==> src/sv/tbge_pkg.sv <==
// Shared types, constants and tables for the ten-band graphic equalizer.
package tbge_pkg;

  localparam int unsigned Bands     = 10;
  localparam int unsigned SampleW   = 32;
  localparam int unsigned CoefW     = 32;
  localparam int unsigned GainRegW  = 30;
  localparam int unsigned PreampW   = 6;
  localparam int unsigned CfgIdxW   = 2;
  localparam int unsigned BandIdxW  = 4;

  localparam logic [CfgIdxW-1:0] CfgGainsLow  = 2'd0;
  localparam logic [CfgIdxW-1:0] CfgGainsHigh = 2'd1;
  localparam logic [CfgIdxW-1:0] CfgPreamp    = 2'd2;

  localparam logic CmdSample = 1'b0;
  localparam logic CmdClear  = 1'b1;

  typedef struct packed {
    logic                     cmd;
    logic signed [SampleW-1:0] sample;
    logic [7:0]               chan;
  } item_t;

  // Round a value given in millionths to Q2.29
  function automatic logic signed [CoefW-1:0] q29(input longint m);
    longint r;
    r = (m * 64'sd536870912 + ((m < 0) ? -64'sd500000 : 64'sd500000)) / 64'sd1000000;
    q29 = CoefW'(r);
  endfunction

  // Round a value given in billionths to Q4.27
  function automatic logic signed [SampleW-1:0] q27(input longint n);
    longint r;
    r = (n * 64'sd134217728 + 64'sd500000000) / 64'sd1000000000;
    q27 = SampleW'(r);
  endfunction

  // Q2.29 band constants: alpha base, beta (y[n-2]), gamma (y[n-1])
  function automatic logic signed [CoefW-1:0] band_base(input logic [BandIdxW-1:0] k);
    case (k)
      4'd0: band_base = q29(64'sd3013);
      4'd1: band_base = q29(64'sd8490);
      4'd2: band_base = q29(64'sd15374);
      4'd3: band_base = q29(64'sd29328);
      4'd4: band_base = q29(64'sd47918);
      4'd5: band_base = q29(64'sd130408);
      4'd6: band_base = q29(64'sd226555);
      4'd7: band_base = q29(64'sd344937);
      4'd8: band_base = q29(64'sd366438);
      4'd9: band_base = q29(64'sd379009);
      default: band_base = '0;
    endcase
  endfunction

  function automatic logic signed [CoefW-1:0] band_beta(input logic [BandIdxW-1:0] k);
    case (k)
      4'd0: band_beta = q29(-64'sd993973);
      4'd1: band_beta = q29(-64'sd983019);
      4'd2: band_beta = q29(-64'sd969252);
      4'd3: band_beta = q29(-64'sd941343);
      4'd4: band_beta = q29(-64'sd904163);
      4'd5: band_beta = q29(-64'sd739184);
      4'd6: band_beta = q29(-64'sd546889);
      4'd7: band_beta = q29(-64'sd310127);
      4'd8: band_beta = q29(-64'sd267123);
      4'd9: band_beta = q29(-64'sd241981);
      default: band_beta = '0;
    endcase
  endfunction

  function automatic logic signed [CoefW-1:0] band_gamma(input logic [BandIdxW-1:0] k);
    case (k)
      4'd0: band_gamma = q29(64'sd1993901);
      4'd1: band_gamma = q29(64'sd1982437);
      4'd2: band_gamma = q29(64'sd1967331);
      4'd3: band_gamma = q29(64'sd1934254);
      4'd4: band_gamma = q29(64'sd1884869);
      4'd5: band_gamma = q29(64'sd1582718);
      4'd6: band_gamma = q29(64'sd1015267);
      4'd7: band_gamma = q29(-64'sd181410);
      4'd8: band_gamma = q29(-64'sd521151);
      4'd9: band_gamma = q29(-64'sd808451);
      default: band_gamma = '0;
    endcase
  endfunction

  // Q4.27 linear gain for a six-bit dB code, clamped to +-18
  function automatic logic signed [SampleW-1:0] db_gain(input logic [5:0] code);
    logic signed [5:0] g;
    logic [5:0]        idx;
    g = signed'(code);
    if (g < -6'sd18) g = -6'sd18;
    if (g > 6'sd18) g = 6'sd18;
    idx = 6'(g + 6'sd18);
    case (idx)
      6'd0:  db_gain = q27(64'sd125892541);
      6'd1:  db_gain = q27(64'sd141253754);
      6'd2:  db_gain = q27(64'sd158489319);
      6'd3:  db_gain = q27(64'sd177827941);
      6'd4:  db_gain = q27(64'sd199526231);
      6'd5:  db_gain = q27(64'sd223872114);
      6'd6:  db_gain = q27(64'sd251188643);
      6'd7:  db_gain = q27(64'sd281838293);
      6'd8:  db_gain = q27(64'sd316227766);
      6'd9:  db_gain = q27(64'sd354813389);
      6'd10: db_gain = q27(64'sd398107171);
      6'd11: db_gain = q27(64'sd446683592);
      6'd12: db_gain = q27(64'sd501187234);
      6'd13: db_gain = q27(64'sd562341325);
      6'd14: db_gain = q27(64'sd630957344);
      6'd15: db_gain = q27(64'sd707945784);
      6'd16: db_gain = q27(64'sd794328235);
      6'd17: db_gain = q27(64'sd891250938);
      6'd18: db_gain = q27(64'sd1000000000);
      6'd19: db_gain = q27(64'sd1122018454);
      6'd20: db_gain = q27(64'sd1258925412);
      6'd21: db_gain = q27(64'sd1412537545);
      6'd22: db_gain = q27(64'sd1584893192);
      6'd23: db_gain = q27(64'sd1778279410);
      6'd24: db_gain = q27(64'sd1995262315);
      6'd25: db_gain = q27(64'sd2238721139);
      6'd26: db_gain = q27(64'sd2511886432);
      6'd27: db_gain = q27(64'sd2818382931);
      6'd28: db_gain = q27(64'sd3162277660);
      6'd29: db_gain = q27(64'sd3548133892);
      6'd30: db_gain = q27(64'sd3981071706);
      6'd31: db_gain = q27(64'sd4466835922);
      6'd32: db_gain = q27(64'sd5011872336);
      6'd33: db_gain = q27(64'sd5623413252);
      6'd34: db_gain = q27(64'sd6309573445);
      6'd35: db_gain = q27(64'sd7079457844);
      6'd36: db_gain = q27(64'sd7943282347);
      default: db_gain = q27(64'sd1000000000);
    endcase
  endfunction

  function automatic logic signed [SampleW-1:0] sat32(input logic signed [47:0] v);
    if (v > 48'sh7FFFFFFF) sat32 = 32'sh7FFFFFFF;
    else if (v < -48'sh80000000) sat32 = 32'sh80000000;
    else sat32 = v[31:0];
  endfunction

endpackage

==> src/sv/tbge_front.sv <==
// Front end: accept words, drop out-of-range channels, queue work for the back end.
module tbge_front #(
  parameter int unsigned ChanW = 1,
  parameter int unsigned ChannelCount = 2
) (
  input  logic                  clk_i,
  input  logic                  rst_ni,
  input  logic                  s_axis_tvalid,
  output logic                  s_axis_tready,
  input  logic [39:0]           s_axis_tdata,
  input  logic                  s_axis_tuser,
  input  logic                  q_pop_i,
  output logic                  q_valid_o,
  output tbge_pkg::item_t       q_item_o
);
  import tbge_pkg::*;

  localparam int unsigned Depth = 4;

  item_t      mem_q [Depth];
  logic [1:0] wr_q, wr_d, rd_q, rd_d;
  logic [2:0] cnt_q, cnt_d;
  logic       push, keep;
  logic [ChanW-1:0] ch;
  item_t      it;

  assign s_axis_tready = (cnt_q != 3'(Depth));
  assign ch   = s_axis_tdata[32 +: ChanW];
  assign keep = (s_axis_tuser == CmdClear) || (32'(ch) < ChannelCount);
  assign push = s_axis_tvalid && s_axis_tready && keep;
  assign q_valid_o = (cnt_q != 3'd0);
  assign q_item_o  = mem_q[rd_q];

  always_comb begin
    it.cmd    = s_axis_tuser;
    it.sample = signed'(s_axis_tdata[31:0]);
    it.chan   = 8'(ch);
    wr_d  = push ? wr_q + 2'd1 : wr_q;
    rd_d  = q_pop_i ? rd_q + 2'd1 : rd_q;
    cnt_d = cnt_q + 3'(push) - 3'(q_pop_i);
  end

  always_ff @(posedge clk_i) begin
    if (push) mem_q[wr_q] <= it;
  end

  always_ff @(posedge clk_i or negedge rst_ni) begin
    if (!rst_ni) begin
      wr_q <= '0; rd_q <= '0; cnt_q <= '0;
    end else begin
      wr_q <= wr_d; rd_q <= rd_d; cnt_q <= cnt_d;
    end
  end
endmodule

==> config.mk <==
export PLATFORM = sky130hd
export DESIGN_NAME = tbge_front
export DESIGN_NICKNAME = d
export VERILOG_FILES = /design/src/sv/tbge_pkg.sv /design/src/sv/tbge_front.sv
export SDC_FILE = /design/constraint.sdc
export NUM_CORES = 1
export LEC_CHECK = 0
export ABC_AREA = 1
export BUFFER_PORTS_ARGS = -buffer_cell sky130_fd_sc_hd__buf_2
export CAP_MARGIN = 20
export CORE_UTILIZATION = 60
export DETAILED_ROUTE_END_ITERATION = 16
export GPL_ROUTABILITY_DRIVEN = 1
export MAX_ROUTING_LAYER = met4
export PLACE_DENSITY_LB_ADDON = 0.08
export RECOVER_POWER = 100
export SKIP_CTS_REPAIR_TIMING = 1
export SLEW_MARGIN = 20
export SYNTH_ARGS = -nofsm -noshare
export SYNTH_HDL_FRONTEND = slang
export SYNTH_SLANG_ARGS = --single-unit
==> constraint.sdc <==
create_clock -name clk_i -period 7.3 [get_ports clk_i]
set_input_delay 1.46 -clock clk_i [delete_from_list [all_inputs] [get_ports clk_i]]
set_output_delay 1.46 -clock clk_i [all_outputs]
set_load 0.02 [all_outputs]
# == Yosys cells after proc, flatten, opt, wreduce, memory -nomap -nowiden ==
# Memory sizes are Yosys's and may differ from the RTL's.
# Cells that the tools add are included.
# totals
register_bits,7
ram_bits,136
word_cells,13
memories,1
# memory_table
memory,depth,width,read_ports,rd_clocked_by_memory_dff,write_ports,line,text
mem_q,4,34,1,0,1,tbge_front.sv:20,item_t mem_q [Depth];
# op_classes
addsub,4
n_eq_ne,1
muxes,2
n_reduce_logical,2
# ops
cell,count
"2-bit by 1-bit adder with 2-bit output, second input constant",2
3-bit by 1-bit adder with 3-bit output,1
"3-bit != test, second input constant",1
3-bit nonzero test,1
3-bit by 1-bit subtractor with 3-bit output,1
1-bit two-way mux,2
1-bit logical AND,1

# == Logic depth before layout (Yosys ltp) ==
# Gate-level depths: netlist of run 1.
# depth
depth_word,4
ltp_mapped,11

# == Least setup slack after synthesis of run 1 ==
# No wires, ideal clock.
# synth_timing
path_kind,input to register
startpoint,input port s_axis_tvalid
endpoint,"memory mem_q[0][0] in the netlist's numbering, enable pin"
setup_time_ns,0.425
arrival_ns,3.056
required_ns,6.875
setup_slack_ns,3.819
path_stages,2
cell_sequence,nand2_1 nor2_1
# synth_between
elab_chain_cells,3
# synth_rtl
element,line,text
from (decl),tbge_front.sv:8,"input logic s_axis_tvalid,"
1-bit logical AND,tbge_front.sv:30,assign push = s_axis_tvalid && s_axis_tready && keep;
1-bit two-way mux,tbge_front.sv:44,if (push) mem_q[wr_q] <= it;
1-bit two-way mux (implied by the code),tbge_front.sv:44,
to (decl),tbge_front.sv:20,
# Every way passes these cells.

==> impl_metrics.toml, run 1 <==
[sta]
rsz0062_at_grt = "false"
timing.setup.tns_ns = 0
finish_stage_setup_viols = 0
fmax_mhz = 193
hold_viol_final = 0
final.setup.worst_slack_ns = 2.11
timing.final.crit_share = 0.711
final_max_slew_viol_count = 153
worst_pin_slew_ns = 2.12
fin_worst_hold_slack_ns = 0.520
worst_setup_skew_after_layout_ns = 0.00937
period_needed_ns = 5.19
slew_headroom = -0.414

[critical_path]
rr_endpoint = "mem_q[0][14]$_DFFE_PP_"
worst-endpoint-arrival_ns = 3.73
critical_path.n_buffers_inverters = 2
timing.critical_path.required_ns = 5.84
critical_path_cell_count = 4
worstRegToRegCells = 5
r2r_start = "cnt_q[1]$_DFF_PN0_"
critPathSlowestCell = "sky130_fd_sc_hd__clkbuf_2"
max_stage_delay_ns = 1.58
crit_start = "rd_q[0]$_DFFE_PN0P_"
crit_path_cell_trace = "clkbuf_2 -> o211ai_1 -> nand2_1 -> clkbuf_1"
critPathCaptureType = "output port"
critPathMaxFanout = 116
kind_of_critical_path = "flip-flop to output port"
critPathTopFamily = "buffers and inverters"
startpoint_type = "flip-flop"
worst-r2r-setup-slack_ns = 3.87
worst_setup_path_endpoint = "q_item_o[35]"

[yosys]
fraction_of_the_mapped_netlist_area_in_compound_gates = 0.0875
synth.area.mux_share = 0
synthesis.instances = 454
synth_area_um2 = 5830
ffs_latches_synth = 143
syn_area_per_cell_um2 = 12.8
ys_seq_area_frac = 0.730
combinational_family_with_the_most_area_after_synthesis = "compound AO/OA/AOI/OAI gates"
synth_xor_xnor_area_share = 0.00300
synth_fa_ha_area_frac = 0.0163
yosys.area_share.simple = 0.0798
ys_warn_count = 0
synth.lib_cells_used.distinct = 15

[detailed_routing]
drt_iter0_drc = 180
wl_per_cell_um = 15.1
drt_wl_total_um = 10100
num_vias = 3439
first_pass_iters = 4
avgViaCountPerCell = 5.13
antenna_left = 0
remaining_drc_errors = 0

[final_layout]
register_area_um2 = 4260
drive_gt1_frac = 0.0646
final_cell_mix = "sky130_fd_sc_hd__edfxtp_1, sky130_fd_sc_hd__nand2_1, sky130_fd_sc_hd__inv_1, sky130_fd_sc_hd__clkbuf_1, sky130_fd_sc_hd__o211ai_1"
n_antenna_cell = 0
layout.cells.most_common = "sky130_fd_sc_hd__edfxtp_1"
final_net_count = 581
layout.filler_cells = 639
postLayoutCellArea_um2 = 6750
multi_input_comb_area_um2 = 1110
syn2layout_area_growth_pct = 15.8

[job]
max_cap_viol_count = 3

[cts]
clkTransAtPathRegs_ns = 0.06
clk_path_buf_depth = 2
numClockSinks = 143
h-tree-depth = 4
clock_latency_late_sink_ns = 0.51
cts_inserted_buffers = 17
ctsRootBufferMaster = "sky130_fd_sc_hd__clkbuf_8"
tritoncts = "built"

[placement]
gp_congestion = 0.714
buffer_ports.inserted = 73
dpl_cell_area_um2 = 6310
hpwlAfterDp_um = 5710
post-place-ws_ns = 3.87

[grt]
antenna_violations_before_repair = 0
grt_pass1_wl_um = 16200
vias_in_the_first_global_route = 3442
overflow = 0
grt_usage = 0.227
maximum_number_of_pins_on_one_net_before_global_route_repair = 117

[status]
status = "finished, violations left"
violations_in_the_final_reports = "capacitance limit, slew limit"

[worst_hold_path]
worstHoldStart = "cnt_q[0]$_DFF_PN0_"
min_path_type = "flip-flop to flip-flop"

[die]
floorplan.initialDensity = 0.625
num_io_pins = 88
floorplan.core_area_um2 = 9330
floorplan.die_area_um2 = 10100
placementRows = 35
die-width_um = 101
die_height_um = 101

[power]
power.density_cell_area_nw_per_um2 = 441
ir_drop_mv = 0.311
leakage_uw = 0.00263
area by class of cell:
| class | count | share of cell area |
|---|---|---|
| clock buffers | 18 | 0.0619 |
| clock inverters | 14 | 0.0282 |
| inverters | 81 | 0.0450 |
| multi-input cells | 207 | 0.165 |
| flip-flops and latches | 143 | 0.631 |
| well taps | 129 | 0.0239 |
| repair buffers | 79 | 0.0452 |
where the power goes:
| part | switching (uW) | total [uW] | internal (uW) |
|---|---|---|---|
| sequential | 63.7 | 1150 | 1090 |
| combinational | 697 | 955 | 258 |
| clock | 316 | 871 | 554 |
flip-flops by register name (all words and copies together) (netlist names):
signal,cells
mem_q,136
cnt_q,3
rd_q,2
wr_q,2
Yosys cell counts:
cell,instances,share of area
sky130_fd_sc_hd__buf_2,15,0.013
sky130_fd_sc_hd__buf_4,13,0.017
sky130_fd_sc_hd__clkbuf_1,1,0.00064
sky130_fd_sc_hd__conb_1,1,0.00064
sky130_fd_sc_hd__dfrtp_1,7,0.030
sky130_fd_sc_hd__edfxtp_1,136,0.70
sky130_fd_sc_hd__fa_1,1,0.0034
sky130_fd_sc_hd__ha_1,6,0.013
sky130_fd_sc_hd__inv_1,80,0.051
sky130_fd_sc_hd__inv_2,1,0.00064
sky130_fd_sc_hd__nand2_1,115,0.074
sky130_fd_sc_hd__nand3_1,3,0.0026
sky130_fd_sc_hd__nor2_1,5,0.0032
sky130_fd_sc_hd__o211ai_1,68,0.088
sky130_fd_sc_hd__xor2_1,2,0.0030
worst reg2reg max path: stages (launching register included):
cell and delay [ns]:
sky130_fd_sc_hd__dfrtp_1 0.42, sky130_fd_sc_hd__nor2_1 0.09, sky130_fd_sc_hd__nand2_1 0.12, sky130_fd_sc_hd__nand2_1 0.18, sky130_fd_sc_hd__nor2_1 1.23, sky130_fd_sc_hd__clkbuf_1 0.99
per-layer routing:
metal,vias to the layer above,global-route usage,share of wire
li1,1696,-,-
met3,11,0.0687,0.043
met4,0,0.0903,0.012
met2,80,0.380,0.53
met1,1652,0.255,0.41
met5,-,-,0
cell families after synthesis:
group | after synthesis
other | 1
and+or+nand+nor | 123
AOI/OAI and AO/OA | 68
adders and majority gates | 7
buffers and inverters | 110
DFF | 143
xor gates and xnor gates | 2
stage by stage:
step,util,cells,power [uW]
final,0.724,671,2980
after global routing,0.724,671,3150
after CTS,0.742,669,3060
after detailed placement,0.676,637,2190
after global placement,0.670,635,2140
after floorplan,-,460,1880
worst min path at each step:
| stage | endpoint | slack, ns | cells past startpoint |
|---|---|---|---|
| 2_1_floorplan | cnt_q[0]$_DFF_PN0_ | 0.48 | 1 |
| 3_3_place_gp | cnt_q[0]$_DFF_PN0_ | 0.50 | 1 |
| 3_5_place_dp | cnt_q[0]$_DFF_PN0_ | 0.51 | 1 |
| 4_1_cts | cnt_q[0]$_DFF_PN0_ | 0.52 | 1 |
| 5_1_grt | cnt_q[0]$_DFF_PN0_ | 0.56 | 1 |
| 6_report | cnt_q[0]$_DFF_PN0_ | 0.52 | 1 |
Note: power is estimated with default switching activity, not from simulation.
==> run 2: changes to the inputs <==
--- a/config.mk
+++ b/config.mk
@@ -8,7 +8,7 @@
 export ABC_AREA = 1
 export BUFFER_PORTS_ARGS = -buffer_cell sky130_fd_sc_hd__buf_2
 export CAP_MARGIN = 20
-export CORE_UTILIZATION = 60
+export CORE_UTILIZATION = 51
 export DETAILED_ROUTE_END_ITERATION = 16
 export GPL_ROUTABILITY_DRIVEN = 1
 export MAX_ROUTING_LAYER = met4
==> constraint.sdc (replaced) <==
create_clock -name clk_i -period 4.5 [get_ports clk_i]
set_input_delay 0.9 -clock clk_i [delete_from_list [all_inputs] [get_ports clk_i]]
set_output_delay 0.9 -clock clk_i [all_outputs]
set_load 0.02 [all_outputs]
==> impl_metrics.toml, run 2 (synthesis results as in run 1) <==
[status]
status = "finished, violations left"
violations_in_the_final_reports = "capacitance limit, slew limit"

[cts]
numClockSinks = 143
ctsRootBufferMaster = "sky130_fd_sc_hd__clkbuf_16"
clkTransAtPathRegs_ns = 0.05
tritoncts = "built"
cts_inserted_buffers = 17
clk_path_buf_depth = 2
clock_latency_late_sink_ns = 0.41
h-tree-depth = 4

[critical_path]
critPathSlowestCell = "sky130_fd_sc_hd__nor2_1"
timing.critical_path.required_ns = 4.54
rr_endpoint = "mem_q[3][3]$_DFFE_PP_"
crit_path_cell_trace = "nor2_1 -> nand2_1 -> nand2_1 -> nor2_1 -> clkbuf_1"
worst-endpoint-arrival_ns = 3.62
r2r_start = "cnt_q[1]$_DFF_PN0_"
kind_of_critical_path = "flip-flop to flip-flop"
crit_start = "cnt_q[1]$_DFF_PN0_"
critPathMaxFanout = 25
worst-r2r-setup-slack_ns = 0.92
critPathCaptureType = "flip-flop"
worstRegToRegCells = 5
startpoint_type = "flip-flop"
max_stage_delay_ns = 1.84

[die]
die-width_um = 109
floorplan.die_area_um2 = 11900
placementRows = 38
die_height_um = 109
num_io_pins = 88
floorplan.core_area_um2 = 11000
floorplan.initialDensity = 0.531

[job]
max_cap_viol_count = 3

[sta]
timing.setup.tns_ns = 0
finish_stage_setup_viols = 0
timing.final.crit_share = 0.795
slew_headroom = -0.640
worst_pin_slew_ns = 2.45
final_max_slew_viol_count = 45
hold_viol_final = 0
fmax_mhz = 280
worst_setup_skew_after_layout_ns = 0.00564
period_needed_ns = 3.58
rsz0062_at_grt = "false"

[grt]
grt_pass1_wl_um = 15800
grt_usage = 0.193
overflow = 0
antenna_violations_before_repair = 0
maximum_number_of_pins_on_one_net_before_global_route_repair = 84
vias_in_the_first_global_route = 3227

[placement]
numPlacedInstances = 651
buffer_ports.inserted = 73
dpl_cell_area_um2 = 6300
hpwlAfterDp_um = 5960
gp_congestion = 0.664

[final_layout]
largest_registers = "mem_q (136), cnt_q (3)"
postLayoutCellArea_um2 = 6690
final_cell_mix = "sky130_fd_sc_hd__edfxtp_1, sky130_fd_sc_hd__nand2_1, sky130_fd_sc_hd__inv_1, sky130_fd_sc_hd__clkbuf_1, sky130_fd_sc_hd__o211ai_1"
layout.cells.most_common = "sky130_fd_sc_hd__edfxtp_1"
drive_gt1_frac = 0.0590
top_register = "mem_q"
final_net_count = 582
largest_reg_flops = 136
n_antenna_cell = 0
layout.filler_cells = 891
final_cell_count_no_fill = 682
syn2layout_area_growth_pct = 14.7

[worst_hold_path]
min_path_type = "primary input to asynchronous set/reset pin"

[detailed_routing]
drt_wl_total_um = 10200
remaining_drc_errors = 0
num_vias = 3358
first_pass_iters = 4
avgViaCountPerCell = 4.92
antenna_left = 0
wl_per_cell_um = 14.9
drt_iter0_drc = 137

[power]
power.density_cell_area_nw_per_um2 = 690
leakage_uw = 0.00260
total_power_uw = 4610
ir_drop_mv = 0.551
## run 2: changes by cell type in the layout (fill, tap and decap cells not counted), moves of 2 or more
| cell | previous run | this run |
|---|---|---|
| sky130_fd_sc_hd__bufinv_16 | 4 | 1 |
| sky130_fd_sc_hd__clkinv_1 | 1 | 4 |
| sky130_fd_sc_hd__clkinvlp_4 | 4 | 1 |
| sky130_fd_sc_hd__buf_4 | 1 | 3 |
| sky130_fd_sc_hd__clkbuf_1 | 75 | 77 |
| sky130_fd_sc_hd__clkinv_2 | 2 | 4 |
| sky130_fd_sc_hd__inv_6 | 2 | 0 |
## run 2: layout make-up
type / instances / area (um^2) / area share
repair buffers: 80 / 317 / 0.0473
flip-flops and latches: 143 / 4260 / 0.638
well taps: 140 / 175 / 0.0262
inverters: 81 / 304 / 0.0455
clock inverters: 10 / 72.6 / 0.0109
clock buffers: 21 / 440 / 0.0659
multi-input cells: 207 / 1110 / 0.167
## run 2: worst max-delay path by stage
stage	end	slack [ns]	depth (start not counted)
floorplan	mem_q[0][0]$_DFFE_PP_	1.58	2
global placement	mem_q[3][21]$_DFFE_PP_	1.76	4
detailed placement	mem_q[3][21]$_DFFE_PP_	1.75	4
CTS	q_item_o[10]	1.32	5
global route	mem_q[3][3]$_DFFE_PP_	0.61	5
finish	mem_q[3][3]$_DFFE_PP_	0.92	5
## run 2: critical path: cells and delay by family (launching register included)
kind | cells | cell delay (ns)
simple gates | 4 | 2.23
flops | 1 | 0.42
buf+inv | 1 | 0.55
## run 2: power by group
group	internal, uW	switching (uW)	leakage (uW)
Combinational	408	1050	0.00102
Sequential	1770	173	0.00133
Clock	743	474	0.000250
Total	2920	1690	0.00260
## run 2: layer usage
| layer | global-route usage | wire length [um] | vias up |
|---|---|---|---|
| li1 | - | - | 1696 |
| met1 | 0.225 | 4350 | 1569 |
| met2 | 0.314 | 5150 | 81 |
| met3 | 0.0640 | 539 | 12 |
| met4 | 0.0695 | 109 | 0 |
| met5 | - | 0 | - |
## run 2: per-stage QoR
step | hold slack, ns | utilization | worst slack [ns]
6_report | 0.384 | 0.609 | 0.925
2_1_floorplan | 0.479 | - | 1.58
4_1_cts | 0.307 | 0.621 | 1.32
3_5_place_dp | 0.511 | 0.574 | 1.75
5_1_grt | 0.398 | 0.609 | 0.613
3_3_place_gp | 0.493 | 0.574 | 1.76
